### src/design/sism_pkg.sv
// ----------------------------------------------------------------------------
// sism_pkg
// Shared types and constants of the sorted interval set merge unit.
// ----------------------------------------------------------------------------
package sism_pkg;

  // Default table depth
  localparam int CAPACITY_DEF = 64;

  // Fixed field widths
  localparam int SEQ_W  = 16;
  localparam int POS_W  = 31;
  localparam int HELD_W = 7;
  localparam int ENTRY_W = SEQ_W + 2 * POS_W;

  // Result status codes
  typedef enum logic [1:0] {
    ST_OK      = 2'd0,
    ST_FULL    = 2'd1,
    ST_RANGE   = 2'd2,
    ST_NO_NEXT = 2'd3
  } status_t;

  // One stored interval
  typedef struct packed {
    logic [SEQ_W-1:0] seq;
    logic [POS_W-1:0] start;
    logic [POS_W-1:0] stop;
  } entry_t;

  // Commands from controller to datapath
  typedef struct packed {
    logic    load_new;     // capture the incoming item
    logic    set_status;   // update the status register
    status_t status_code;
    logic    cursor_inc;   // step the read cursor
    logic    pass_init;    // start a rewrite pass
    logic    rd_old;       // read table at the pass read index
    logic    feed_new;     // push the new interval into the merge stage
    logic    feed_old;     // push the entry just read into the merge stage
    logic    flush;        // write the last merged entry, update count
    logic    rd_cursor;    // read table at the cursor
    logic    load_out;     // fill the result register
  } cmd_t;

  // Status from datapath to controller
  typedef struct packed {
    logic func;            // captured item is an advance
    logic range_bad;       // start after stop
    logic full;            // table holds CAPACITY entries
    logic can_advance;     // cursor has a next entry
    logic pick_new;        // new interval goes into the stream now
    logic rd_more;         // old entries still to be read
    logic out_free;        // result register may be loaded
  } stat_t;

endpackage

### src/design/sism_ctrl.sv
// ----------------------------------------------------------------------------
// sism_ctrl
// Controller: sequences decode, the rewrite pass and the result load.
// ----------------------------------------------------------------------------
module sism_ctrl (
  input  logic            clk,
  input  logic            rst,
  input  logic            in_valid,
  output logic            in_stall,
  input  sism_pkg::stat_t stat,
  output sism_pkg::cmd_t  cmd
);

  typedef enum logic [2:0] {
    S_IDLE,
    S_DECODE,
    S_READ,
    S_PROC,
    S_OUT_RD,
    S_OUT_WAIT
  } state_t;

  state_t state, state_next;

  // Next state and command decode
  always_comb begin
    state_next      = state;
    cmd             = '0;
    cmd.status_code = sism_pkg::ST_OK;
    unique case (state)
      S_IDLE: begin
        if (in_valid) begin
          cmd.load_new = 1'b1;
          state_next   = S_DECODE;
        end
      end
      S_DECODE: begin
        cmd.set_status = 1'b1;
        state_next     = S_OUT_RD;
        priority if (stat.func) begin
          if (stat.can_advance) begin
            cmd.cursor_inc  = 1'b1;
            cmd.status_code = sism_pkg::ST_OK;
          end else begin
            cmd.status_code = sism_pkg::ST_NO_NEXT;
          end
        end else if (stat.range_bad) begin
          cmd.status_code = sism_pkg::ST_RANGE;
        end else if (stat.full) begin
          cmd.status_code = sism_pkg::ST_FULL;
        end else begin
          cmd.status_code = sism_pkg::ST_OK;
          cmd.pass_init   = 1'b1;
          state_next      = S_READ;
        end
      end
      S_READ: begin
        cmd.rd_old = 1'b1;
        state_next = S_PROC;
      end
      S_PROC: begin
        priority if (stat.pick_new) begin
          cmd.feed_new = 1'b1;
        end else if (stat.rd_more) begin
          cmd.feed_old = 1'b1;
          state_next   = S_READ;
        end else begin
          cmd.flush  = 1'b1;
          state_next = S_OUT_RD;
        end
      end
      S_OUT_RD: begin
        cmd.rd_cursor = 1'b1;
        state_next    = S_OUT_WAIT;
      end
      S_OUT_WAIT: begin
        if (stat.out_free) begin
          cmd.load_out = 1'b1;
          state_next   = S_IDLE;
        end
      end
      default: begin
        state_next = S_IDLE;
      end
    endcase
  end

  // State and registered stall
  always_ff @(posedge clk) begin
    if (rst) begin
      state    <= S_IDLE;
      in_stall <= 1'b0;
    end else begin
      state    <= state_next;
      in_stall <= (state_next != S_IDLE);
    end
  end

endmodule

### config.mk
export PLATFORM = sky130hd
export DESIGN_NAME = sism_ctrl
export DESIGN_NICKNAME = d
export VERILOG_FILES = /design/src/design/sism_pkg.sv /design/src/design/sism_ctrl.sv
export SDC_FILE = /design/constraint.sdc
export NUM_CORES = 1
export LEC_CHECK = 0
export BUFFER_PORTS_ARGS = -buffer_cell sky130_fd_sc_hd__buf_2
export CORE_AREA = 5 5 42 44
export DETAILED_ROUTE_END_ITERATION = 6
export DIE_AREA = 0 0 47 49
export SLEW_MARGIN = 25
export SYNTH_ARGS = -nofsm -noshare
export SYNTH_HDL_FRONTEND = slang
export SYNTH_SLANG_ARGS = --single-unit
### constraint.sdc
create_clock -name clk -period 3.3 [get_ports clk]
set_clock_uncertainty 0.1 [all_clocks]
set_input_delay 0.99 -clock clk [delete_from_list [all_inputs] [get_ports clk]]
set_output_delay 0.99 -clock clk [all_outputs]
set_load 0.05 [all_outputs]
==> metrics.md, run 1 <==
| Metric | Value |
|---|---|
| Asr flop ratio synth | `0` |
| Status | `finished, final reports clean` |
| Synth top cells by count | `nor2_1 (5), a21oi_1 (4), dfxtp_1 (4), nand2_1 (4), inv_1 (3)` |
| Met1 wire length | `316 um` |
| Syn Inst Count | `42` |
| Starting Density | `0.2196` |
| Hold Path Class | `register to register` |
| Worst path max stage delay | `340 ps` |
| RR Startpoint | `state[0]$_SDFF_PP0_` |
| Nature of the critical path startpoint | `input port` |
| Initial drt markers | `3` |
| Synth area leaders | `dfxtp_1 (26%), a21oi_1 (6.5%), nor2_1 (6.1%)` |
| Met2 WL | `429 um` |
| Die Ht | `49 um` |
| Net count, final | `78` |
| Clk root buf | `clkbuf_4` |
| Worst Setup End Kind | `output port` |
| Met3 routed WL | `57 um` |
| VDD IR max | `0.1477 mV` |
| Vias in the first global route | `343` |
| Dpl hpwl | `664.5 um` |
| CP Max Fanout | `4` |
| Ports | `23` |
| Top sig layer | `met3` |
| Post-synthesis cell area | `307.8 um^2` |
| Initial antenna violation count | `0` |
| CP required | `2210 ps` |
| DRT antenna net count | `0` |
| Maximum clock insertion buffer count | `2` |
| Ys Warns | `0` |
| GPL Wtd Cong | `0.7466` |
| DRC | `0` |
| Post-DR wirelength/cell | `9.793 um` |
| Synthesis-to-finish area growth | `50.41%` |
| Fmax | `324.9 MHz` |
| Power Total | `0.1898 mW` |
| CTS clk-pin slew, worst paths | `40 ps` |
| First-pass GRT wire length | `1.235 mm` |
| Max_cap viols | `0` |
| Cell Pwr Density | `409.9 mW/mm^2` |
| Data arrival, critical path | `1990 ps` |
| Via count | `362` |
| Cell taking the most area after synthesis | `dfxtp_1` |
| TritonCTS clock tree | `built` |
| Logic pwr share | `0.374` |
| RSZ-0062 raised after global routing | `no` |
| Hold_sp | `state[1]$_SDFF_PP0_` |
| Register-to-Register Setup Slack | `1840 ps` |
| Reg power frac | `0.315` |
| Die Wd | `47 um` |
| Least-Margin Pin Slew | `290.4 ps` |
| Std cell rows | `14` |
| Leakage | `0.2582 nW` |
| Post-cts resize count | `0` |
| Fillers | `172` |
| CP cell instances | `buf_2 > or2b_1 > or3_1 > inv_1 > buf_2` |
| P_int | `0.1172 mW` |
| Layout cells sized above 1 | `0.4242` |
| Psw | `0.07253 mW` |
| FF/Latch Area | `80.08 um^2` |
| Net Count, Synth | `52` |
| Number of flops mapped to enable cells by yosys | `0` |
| Setup Viol. Count Final | `0` |
| Cells on worst reg2reg path | `3` |
| Slowest CP cell | `or3_1` |
| CP Buf/Inv Count | `3` |
| Drt pass-1 iters | `4` |
| CORE AREA | `0.001401 mm^2` |
| IO Port Bufs | `22` |
| CTS Hold Bufs | `0` |
| Synth top area share | `0.2602` |
| Final slew viol count | `0` |
| Minimum clock period | `3078 ps` |
| Clk sinks | `4` |
| Post-Synthesis Mean Instance Area | `7.328 um^2` |
| Multi-input gate area | `215.2 um^2` |
| Largest net degree at the start of global routing | `11` |
| Delay-heaviest family, CP | `simple AND/OR/NAND/NOR gates` |
| Cells on Worst Hold Path | `2` |
| Final hold viol count | `0` |
| Switching share of power | `0.3822` |
| Final Util | `0.3304` |
| Post-synthesis sequential area ratio | `0.2602` |
| Number of synthesized register bits | `4` |
| Skew-Pair Late Insertion Delay | `230 ps` |
| Crit share post-route | `0.9328` |
| Post-synth top flop | `dfxtp_1` |
| Worst reg2reg endpoint | `in_stall$_SDFF_PP0_` |
| Crit path top cell by count | `buf_2` |
| Global router's overall resource usage | `0.07394` |
| Ant. Diodes | `0` |
| Full die area | `0.002303 mm^2` |
| Congestion Overflow GR | `0` |
| Setup repair bufs after CTS | `0` |
| Synth unique cells | `23` |
| Setup CP Type | `input port to output port` |
| Top-count cell post-synth | `nor2_1` |
| Rel. slew slack | `0.8062` |
| Vias per cell | `4.415` |
| H-tree depth | `1` |
| Cts bufs inserted | `3` |
| Final WL | `803 um` |
| Clk pwr share | `0.310` |
| Setup TNS | `0 ps` |
| Hold EP | `in_stall$_SDFF_PP0_` |
-- stage by stage --
stage               setup slack (ps)  hold slack (ps)  cells  cell area (um^2)
CTS                            215.2            601.3     82             462.9
global route                   162.4            647.5     82             462.9
global placement               227.1            599.3     79             440.4
finish                         221.7            597.8     82             462.9
floorplan                      16.98            517.5     42             314.1
detailed placement             227.6            592.1     79             440.4
-- worst max-delay path by stage --
| stage | slack (ps) | end | depth (start not counted) | startpoint |
|---|---|---|---|---|
| CTS | 220 | cmd[2] | 5 | stat[2] |
| floorplan | 20 | cmd[9] | 1 | stat[3] |
| global placement | 230 | cmd[2] | 5 | stat[2] |
| global route | 160 | cmd[2] | 5 | stat[2] |
| finish | 220 | cmd[2] | 5 | stat[2] |
| detailed placement | 230 | cmd[2] | 5 | stat[2] |
-- cell families (layout without fill, tap and decap cells) --
group,count (synthesis),in the layout,synth area share
and+or+nand+nor,23,23,0.4390
buffers and inverters,5,29,0.06095
DFF,4,4,0.2602
AOI/OAI and AO/OA,10,10,0.2399
-- power by group through the flow --
stage,registers (mW),logic (mW),clock network (mW)
2_1_floorplan,0.0630,0.0505,0
3_3_place_gp,0.0606,0.0717,0
3_5_place_dp,0.0604,0.0717,0
4_1_cts,0.0597,0.0719,0.0630
5_1_grt,0.0609,0.0752,0.0665
6_report,0.0598,0.0711,0.0589
-- sequential cells by signal, summed over array words and instances (netlist names) --
| name | flops |
|---|---|
| in_stall | 1 |
| state | 3 |
-- tightest hold or removal path: stages, from the launching register on --
cell	delay (ps)
dfxtp_1	370
nand2b_1	160
a41oi_2	110
-- placed cells by master (no fill, tap or decap), drive strengths merged --
| cell | count |
|---|---|
| a211o | 1 |
| a211oi | 1 |
| a21o | 1 |
| a21oi | 4 |
| a2bb2oi | 1 |
| a41oi | 1 |
| and3 | 2 |
| and4b | 1 |
| buf | 22 |
| clkbuf | 3 |
| clkinv | 1 |
| dfxtp | 4 |
| inv | 3 |
| nand2 | 4 |
| nand2b | 2 |
| nor2 | 5 |
| nor2b | 2 |
| nor3 | 1 |
| nor3b | 2 |
| nor4b | 1 |
| o21ai | 1 |
| or2b | 1 |
| or3 | 1 |
| or3b | 1 |
-- cell type report --
class,count,area share
Sequential cell,4,0.1730
Tap cell,16,0.04324
Inverter,4,0.03243
Multi-Input combinational cell,33,0.4649
Clock buffer,3,0.04865
Timing Repair Buffer,22,0.2378
-- metal layers --
| metal | global-route usage | up-vias |
|---|---|---|
| met5 | 0 | - |
| met4 | 0.04147 | 0 |
| met3 | 0.03321 | 0 |
| met2 | 0.1290 | 7 |
| met1 | 0.06593 | 157 |
| li1 | - | 198 |
(Power assumes the default switching activity.)
==> run 2: changes to the inputs <==
--- a/config.mk
+++ b/config.mk
@@ -6,9 +6,9 @@
 export NUM_CORES = 1
 export LEC_CHECK = 0
 export BUFFER_PORTS_ARGS = -buffer_cell sky130_fd_sc_hd__buf_2
-export CORE_AREA = 5 5 42 44
+export CORE_AREA = 2 2 39 41
 export DETAILED_ROUTE_END_ITERATION = 6
-export DIE_AREA = 0 0 47 49
+export DIE_AREA = 0 0 41 43
 export SLEW_MARGIN = 25
 export SYNTH_ARGS = -nofsm -noshare
 export SYNTH_HDL_FRONTEND = slang
==> metrics.md, run 2 (synthesis results as in run 1) <==
| Metric | Value |
|---|---|
| P_int | `0.1173 mW (about the same)` |
| Skew-Pair Late Insertion Delay | `230 ps (about the same)` |
| Synthesis-to-finish area growth | `50.41% (unchanged)` |
| Initial drt markers | `2 (-1)` |
| Std cell rows | `14 (unchanged)` |
| Reg power frac | `0.314 (about the same)` |
| Largest Register | `state` |
| Starting Density | `0.2224 (+0.002780)` |
| Layout cells sized above 1 | `0.4242 (unchanged)` |
| Commonest non-fill, non-tap cell in the layout | `buf_2` |
| GPL Wtd Cong | `0.7186 (-3.8%)` |
| Final hold viol count | `0 (unchanged)` |
| Met1 Track Usage GR | `0.1029 (+0.03696)` |
| Worst reg2reg endpoint | `in_stall$_SDFF_PP0_` |
| Initial antenna violation count | `0 (unchanged)` |
| Vias in the first global route | `300 (-13%)` |
| CTS clk-pin slew, worst paths | `40 ps (about the same)` |
| Clk sinks | `4 (unchanged)` |
| VDD IR max | `0.1632 mV (+11%)` |
| Clk root buf | `clkbuf_4` |
| Worst path max stage delay | `340 ps (about the same)` |
| Congestion Overflow GR | `0 (unchanged)` |
| Met3 Track Usage GR | `0.04712 (+0.01391)` |
| Max FFs per register | `3 (unchanged)` |
| Fillers | `158 (-8.1%)` |
| Dpl hpwl | `622.2 um (-6.4%)` |
| CP required | `2210 ps (about the same)` |
| Via count | `369 (+1.9%)` |
| H-tree depth | `1 (unchanged)` |
| Final slew viol count | `0 (unchanged)` |
| Minimum clock period | `3071 ps (-7.150 ps)` |
| Logic pwr share | `0.372 (-0.002)` |
| First-pass GRT wire length | `1.110 mm (-10%)` |
| CP Max Fanout | `4 (unchanged)` |
| Status | `finished, final reports clean` |
| RR Startpoint | `state[0]$_SDFF_PP0_` |
| Hold_sp | `state[1]$_SDFF_PP0_` |
| Slowest CP cell | `or3_1` |
| Setup TNS | `0 ps (unchanged)` |
| Worst Setup End Kind | `output port` |
| Final WL | `748 um (-6.8%)` |
| Setup Viol. Count Final | `0 (unchanged)` |
| Crit path top cell by count | `buf_2` |
| CORE AREA | `0.001384 mm^2 (-1.2%)` |
| Final Util | `0.3345 (+0.004182)` |
| IO Port Bufs | `22 (unchanged)` |
| Register-to-Register Setup Slack | `1840 ps (about the same)` |
| Maximum clock insertion buffer count | `2 (unchanged)` |
| Leakage | `0.2582 nW (unchanged)` |
| Data arrival, critical path | `1980 ps (about the same)` |
| Die Wd | `41 um (-13%)` |
| Setup repair bufs after CTS | `0 (unchanged)` |
| Die Ht | `43 um (-12%)` |
| Global router's overall resource usage | `0.09739 (+0.02345)` |
| Max_cap viols | `0 (unchanged)` |
| TritonCTS clock tree | `built` |
| Post-cts resize count | `0 (unchanged)` |
| Drt pass-1 iters | `2 (-2)` |
| Cells on worst reg2reg path | `3 (unchanged)` |
| Cell Pwr Density | `411.3 mW/mm^2 (+0.35%)` |
| Psw | `0.07317 mW (+0.87%)` |
| Least-Margin Pin Slew | `295.4 ps (+5.029 ps)` |
| Post-DR wirelength/cell | `9.122 um (-6.8%)` |
| Ant. Diodes | `0 (unchanged)` |
| RSZ-0062 raised after global routing | `no` |
| CTS Hold Bufs | `0 (unchanged)` |
| DRT antenna net count | `0 (unchanged)` |
| CP cell instances | `buf_2 > or2b_1 > or3_1 > inv_1 > buf_2` |
| Hold EP | `in_stall$_SDFF_PP0_` |
| Net count, final | `78 (unchanged)` |
| Cells on Worst Hold Path | `2 (unchanged)` |
| Global routing's busiest layer | `met2` |
| Fmax | `325.6 MHz (+0.23%)` |
| Ports | `23 (unchanged)` |
| Nature of the critical path startpoint | `input port` |
| Crit share post-route | `0.9307 (-0.002167)` |
| Regs by FF count | `state x3, in_stall x1` |
| Hold Path Class | `register to register` |
| Most frequent cells in the layout | `buf_2 (22), nor2_1 (5), nand2_1 (4), a21oi_1 (4), dfxtp_1 (4)` |
| Clk pwr share | `0.313 (+0.003)` |
| Rel. slew slack | `0.8028 (-0.003357)` |
| Cts bufs inserted | `3 (unchanged)` |
| Met2 Use GR | `0.1375 (+0.008541)` |
| Largest net degree at the start of global routing | `11 (unchanged)` |
| Switching share of power | `0.3842 (+0.001987)` |
| Setup CP Type | `input port to output port` |
| DRC | `0 (unchanged)` |
| Vias per cell | `4.500 (+1.9%)` |
| Full die area | `0.001763 mm^2 (-23%)` |
[run 2: cell counts in the layout (fill, tap and decap cells not counted)]
Identical to the previous run, type by type.
[run 2: worst max-delay path by stage]
| stage | start | endpoint | slack [ps] | cells after the start |
|---|---|---|---|---|
| after floorplan | stat[3] | cmd[9] | 20 | 1 |
| after global placement | stat[2] | cmd[2] | 240 | 5 |
| after detailed placement | stat[2] | cmd[2] | 230 | 5 |
| after CTS | stat[2] | cmd[2] | 220 | 5 |
| after global routing | stat[2] | cmd[2] | 160 | 5 |
| final | stat[2] | cmd[2] | 230 | 5 |
[run 2: cell type report]
| class | instances | area (um^2) | area share |
|---|---|---|---|
| Inverter | 4 | 15.01 | 0.03243 |
| Sequential cell | 4 | 80.08 | 0.1730 |
| Timing Repair Buffer | 22 | 110.1 | 0.2378 |
| Multi-Input combinational cell | 33 | 215.2 | 0.4649 |
| Clock buffer | 3 | 22.52 | 0.04865 |
| Tap cell | 16 | 20.02 | 0.04324 |
[run 2: critical path, delay by kind of cell]
| family | cells | cell delay [ps] |
|---|---|---|
| simple gates | 2 | 590 |
| buf+inv | 3 | 410 |
[run 2: power by group through the flow]
| stage | sequential [mW] | clock [mW] | combinational (mW) |
|---|---|---|---|
| floorplan | 0.0630 | 0 | 0.0505 |
| global placement | 0.0607 | 0 | 0.0713 |
| detailed placement | 0.0605 | 0 | 0.0713 |
| CTS | 0.0599 | 0.0635 | 0.0715 |
| global route | 0.0611 | 0.0669 | 0.0759 |
| finish | 0.0598 | 0.0597 | 0.0709 |
[run 2: metal layers]
layer / vias up / wire (um)
met4: 0 / 0
met5: - / 0
met2: 8 / 384
met1: 164 / 320
met3: 0 / 43
li1: 197 / -
[run 2: through the flow]
step                      area, um^2  worst slack, ps  hold slack (ps)  instances  total power, mW
after detailed placement       440.4            225.7            584.2         79           0.1318
after floorplan                314.1            16.98            517.5         42           0.1135
after global routing           462.9            157.1            650.4         82           0.2040
after global placement         440.4            239.6            602.5         79           0.1319
after CTS                      462.9            218.0            594.3         82           0.1949
final                          462.9            228.8            588.4         82           0.1904
==> run 3: changes to the inputs <==
--- a/config.mk
+++ b/config.mk
@@ -5,10 +5,11 @@
 export SDC_FILE = /design/constraint.sdc
 export NUM_CORES = 1
 export LEC_CHECK = 0
-export BUFFER_PORTS_ARGS = -buffer_cell sky130_fd_sc_hd__buf_2
 export CORE_AREA = 2 2 39 41
 export DETAILED_ROUTE_END_ITERATION = 6
 export DIE_AREA = 0 0 41 43
+export DONT_BUFFER_PORTS = 1
+export GPL_TIMING_DRIVEN = 0
 export SLEW_MARGIN = 25
 export SYNTH_ARGS = -nofsm -noshare
 export SYNTH_HDL_FRONTEND = slang
==> metrics.md, run 3 (synthesis results as in run 1) <==
| Metric | Value |
|---|---|
| Met3 Track Usage GR | `0.04188 (-0.005236)` |
| CORE AREA | `0.001384 mm^2 (unchanged)` |
| H-tree depth | `1 (unchanged)` |
| Global router's overall resource usage | `0.08040 (-0.01699)` |
| Setup Viol. Count Final | `0 (unchanged)` |
| GPL Wtd Cong | `0.6843 (-4.8%)` |
| Initial drt markers | `1 (-1)` |
| Most frequent cells in the layout | `nor2_1 (5), nand2_1 (4), a21oi_1 (4), dfxtp_1 (4)` |
| Maximum clock insertion buffer count | `2 (unchanged)` |
| Regs by FF count | `state x3, in_stall x1` |
| Rel. slew slack | `0.4026 (-0.4002)` |
| Worst path max stage delay | `530 ps (+190 ps)` |
| Minimum clock period | `3080 ps (+8.421 ps)` |
| CP Max Fanout | `10 (+6)` |
| Std cell rows | `14 (unchanged)` |
| Setup CP Type | `register to output port` |
| Commonest non-fill, non-tap cell in the layout | `nor2_1` |
| Leakage | `0.1654 nW (-36%)` |
| Worst Setup End Kind | `output port` |
| DRC | `0 (unchanged)` |
| Met1 Track Usage GR | `0.08710 (-0.01580)` |
| CP required | `2210 ps (about the same)` |
| Cell total after placement | `58 (-27%)` |
| Nature of the critical path startpoint | `register` |
| Hold_sp | `state[1]$_SDFF_PP0_` |
| Ports | `23 (unchanged)` |
| Dpl hpwl | `588.3 um (-5.4%)` |
| Clk sinks | `4 (unchanged)` |
| Finished Layout Cells | `61 (-26%)` |
| Via count | `293 (-21%)` |
| FF/Latch Area | `80.08 um^2 (unchanged)` |
| Vias in the first global route | `251 (-16%)` |
| Post-DR wirelength/cell | `12.00 um (+32%)` |
| CTS clk-pin slew, worst paths | `40 ps (about the same)` |
| CTS Hold Bufs | `0 (unchanged)` |
| VDD IR max | `0.1528 mV (-6.4%)` |
| Least-Margin Pin Slew | `892.8 ps (+597.4 ps)` |
| DRT antenna net count | `0 (unchanged)` |
| Final hold viol count | `0 (unchanged)` |
| Ant. Diodes | `0 (unchanged)` |
| Global routing's busiest layer | `met2` |
| Largest Register | `state` |
| Starting Density | `0.2224 (unchanged)` |
| Worst Setup SP | `state[2]$_SDFF_PP0_` |
| Fillers | `158 (unchanged)` |
| Max FFs per register | `3 (unchanged)` |
| RSZ-0062 raised after global routing | `no` |
| Layout cells sized above 1 | `0.1778 (-0.2465)` |
| Net count, final | `57 (-27%)` |
| Largest net degree at the start of global routing | `11 (unchanged)` |
| Skew-Pair Late Insertion Delay | `230 ps (about the same)` |
| Hold Path Class | `register to register` |
| Max_cap viols | `0 (unchanged)` |
| First-pass GRT wire length | `966 um (-13%)` |
| Crit share post-route | `0.9332 (+0.002552)` |
| Clk root buf | `clkbuf_4` |
| TritonCTS clock tree | `built` |
| Synthesis-to-finish area growth | `21.95%` |
| Cell Pwr Density | `480.1 mW/mm^2 (+17%)` |
| IO Port Bufs | `0 (-100%)` |
| Status | `finished, final reports clean` |
| Slowest CP cell | `and3_1` |
| Die Ht | `43 um (unchanged)` |
| Final WL | `732 um (-2.1%)` |
| Worst hold margin | `627.4 ps (+39.05 ps)` |
| Post-cts resize count | `0 (unchanged)` |
| Die Wd | `41 um (unchanged)` |
| Multi-input gate area | `234.0 um^2 (+8.7%)` |
| Final slew viol count | `0 (unchanged)` |
| CP cell instances | `clkbuf_1 > or3b_4 > clkinv_1 > and3_1` |
| Congestion Overflow GR | `0 (unchanged)` |
| Data arrival, critical path | `1990 ps (about the same)` |
| Drt pass-1 iters | `4 (+2)` |
| Full die area | `0.001763 mm^2 (unchanged)` |
| Met2 Use GR | `0.1219 (-0.01563)` |
| RR Startpoint | `state[2]$_SDFF_PP0_` |
| Fmax | `324.7 MHz (-0.27%)` |
| Cts bufs inserted | `3 (unchanged)` |
| Vias per cell | `4.803 (+6.7%)` |
| Setup repair bufs after CTS | `0 (unchanged)` |
| Initial antenna violation count | `0 (unchanged)` |
## run 3: changes by cell type in the layout (fill, tap and decap cells not counted), sizes merged
cell / delta
buf: -22
clkbuf: +1
## run 3: cell type report
| class | instances | share of cell area |
|---|---|---|
| Sequential cell | 4 | 0.2133 |
| Multi-Input combinational cell | 33 | 0.6233 |
| Inverter | 4 | 0.04000 |
| Buffer | 1 | 0.01000 |
| Tap cell | 16 | 0.05333 |
| Clock buffer | 3 | 0.06000 |
## run 3: worst paths after layout
kind,to,slack [ps],cells past startpoint
worst min-delay path,in_stall$_SDFF_PP0_,630,2
worst max register to register,in_stall$_SDFF_PP0_,1430,5
worst min register to register,in_stall$_SDFF_PP0_,630,2
worst max-delay path,cmd[7],220,4
## run 3: critical path, delay by kind of cell, from the launching register on
family | cells | cell delay (ps)
and+or+nand+nor | 2 | 770
DFF | 1 | 300
buffers and inverters | 2 | 700
## run 3: through the flow
step | power, mW | TNS (ps) | util | setup slack, ps | cell area [um^2]
5_1_grt | 0.1913 | 0 | 0.2712 | 112.0 | 375.4
4_1_cts | 0.1843 | 0 | 0.2712 | 199.6 | 375.4
6_report | 0.1802 | 0 | 0.2712 | 220.4 | 375.4
2_1_floorplan | 0.1135 | 0 | - | 16.98 | 314.1
3_3_place_gp | 0.1183 | -6.251 | 0.2414 | -6.251 | 334.1
3_5_place_dp | 0.1221 | 0 | 0.2550 | 267.7 | 352.8
## run 3: layer usage
layer	share of wire	vias to the layer above
li1	-	155
met1	0.41	130
met2	0.50	8
met3	0.083	0
met4	0	0
met5	0	-
## run 3: power by group
| part | internal (mW) | switching, mW |
|---|---|---|
| Sequential | 0.0532 | 0.0110 |
| Clock | 0.0406 | 0.0186 |
| Combinational | 0.0168 | 0.0401 |
| Total | 0.111 | 0.0696 |
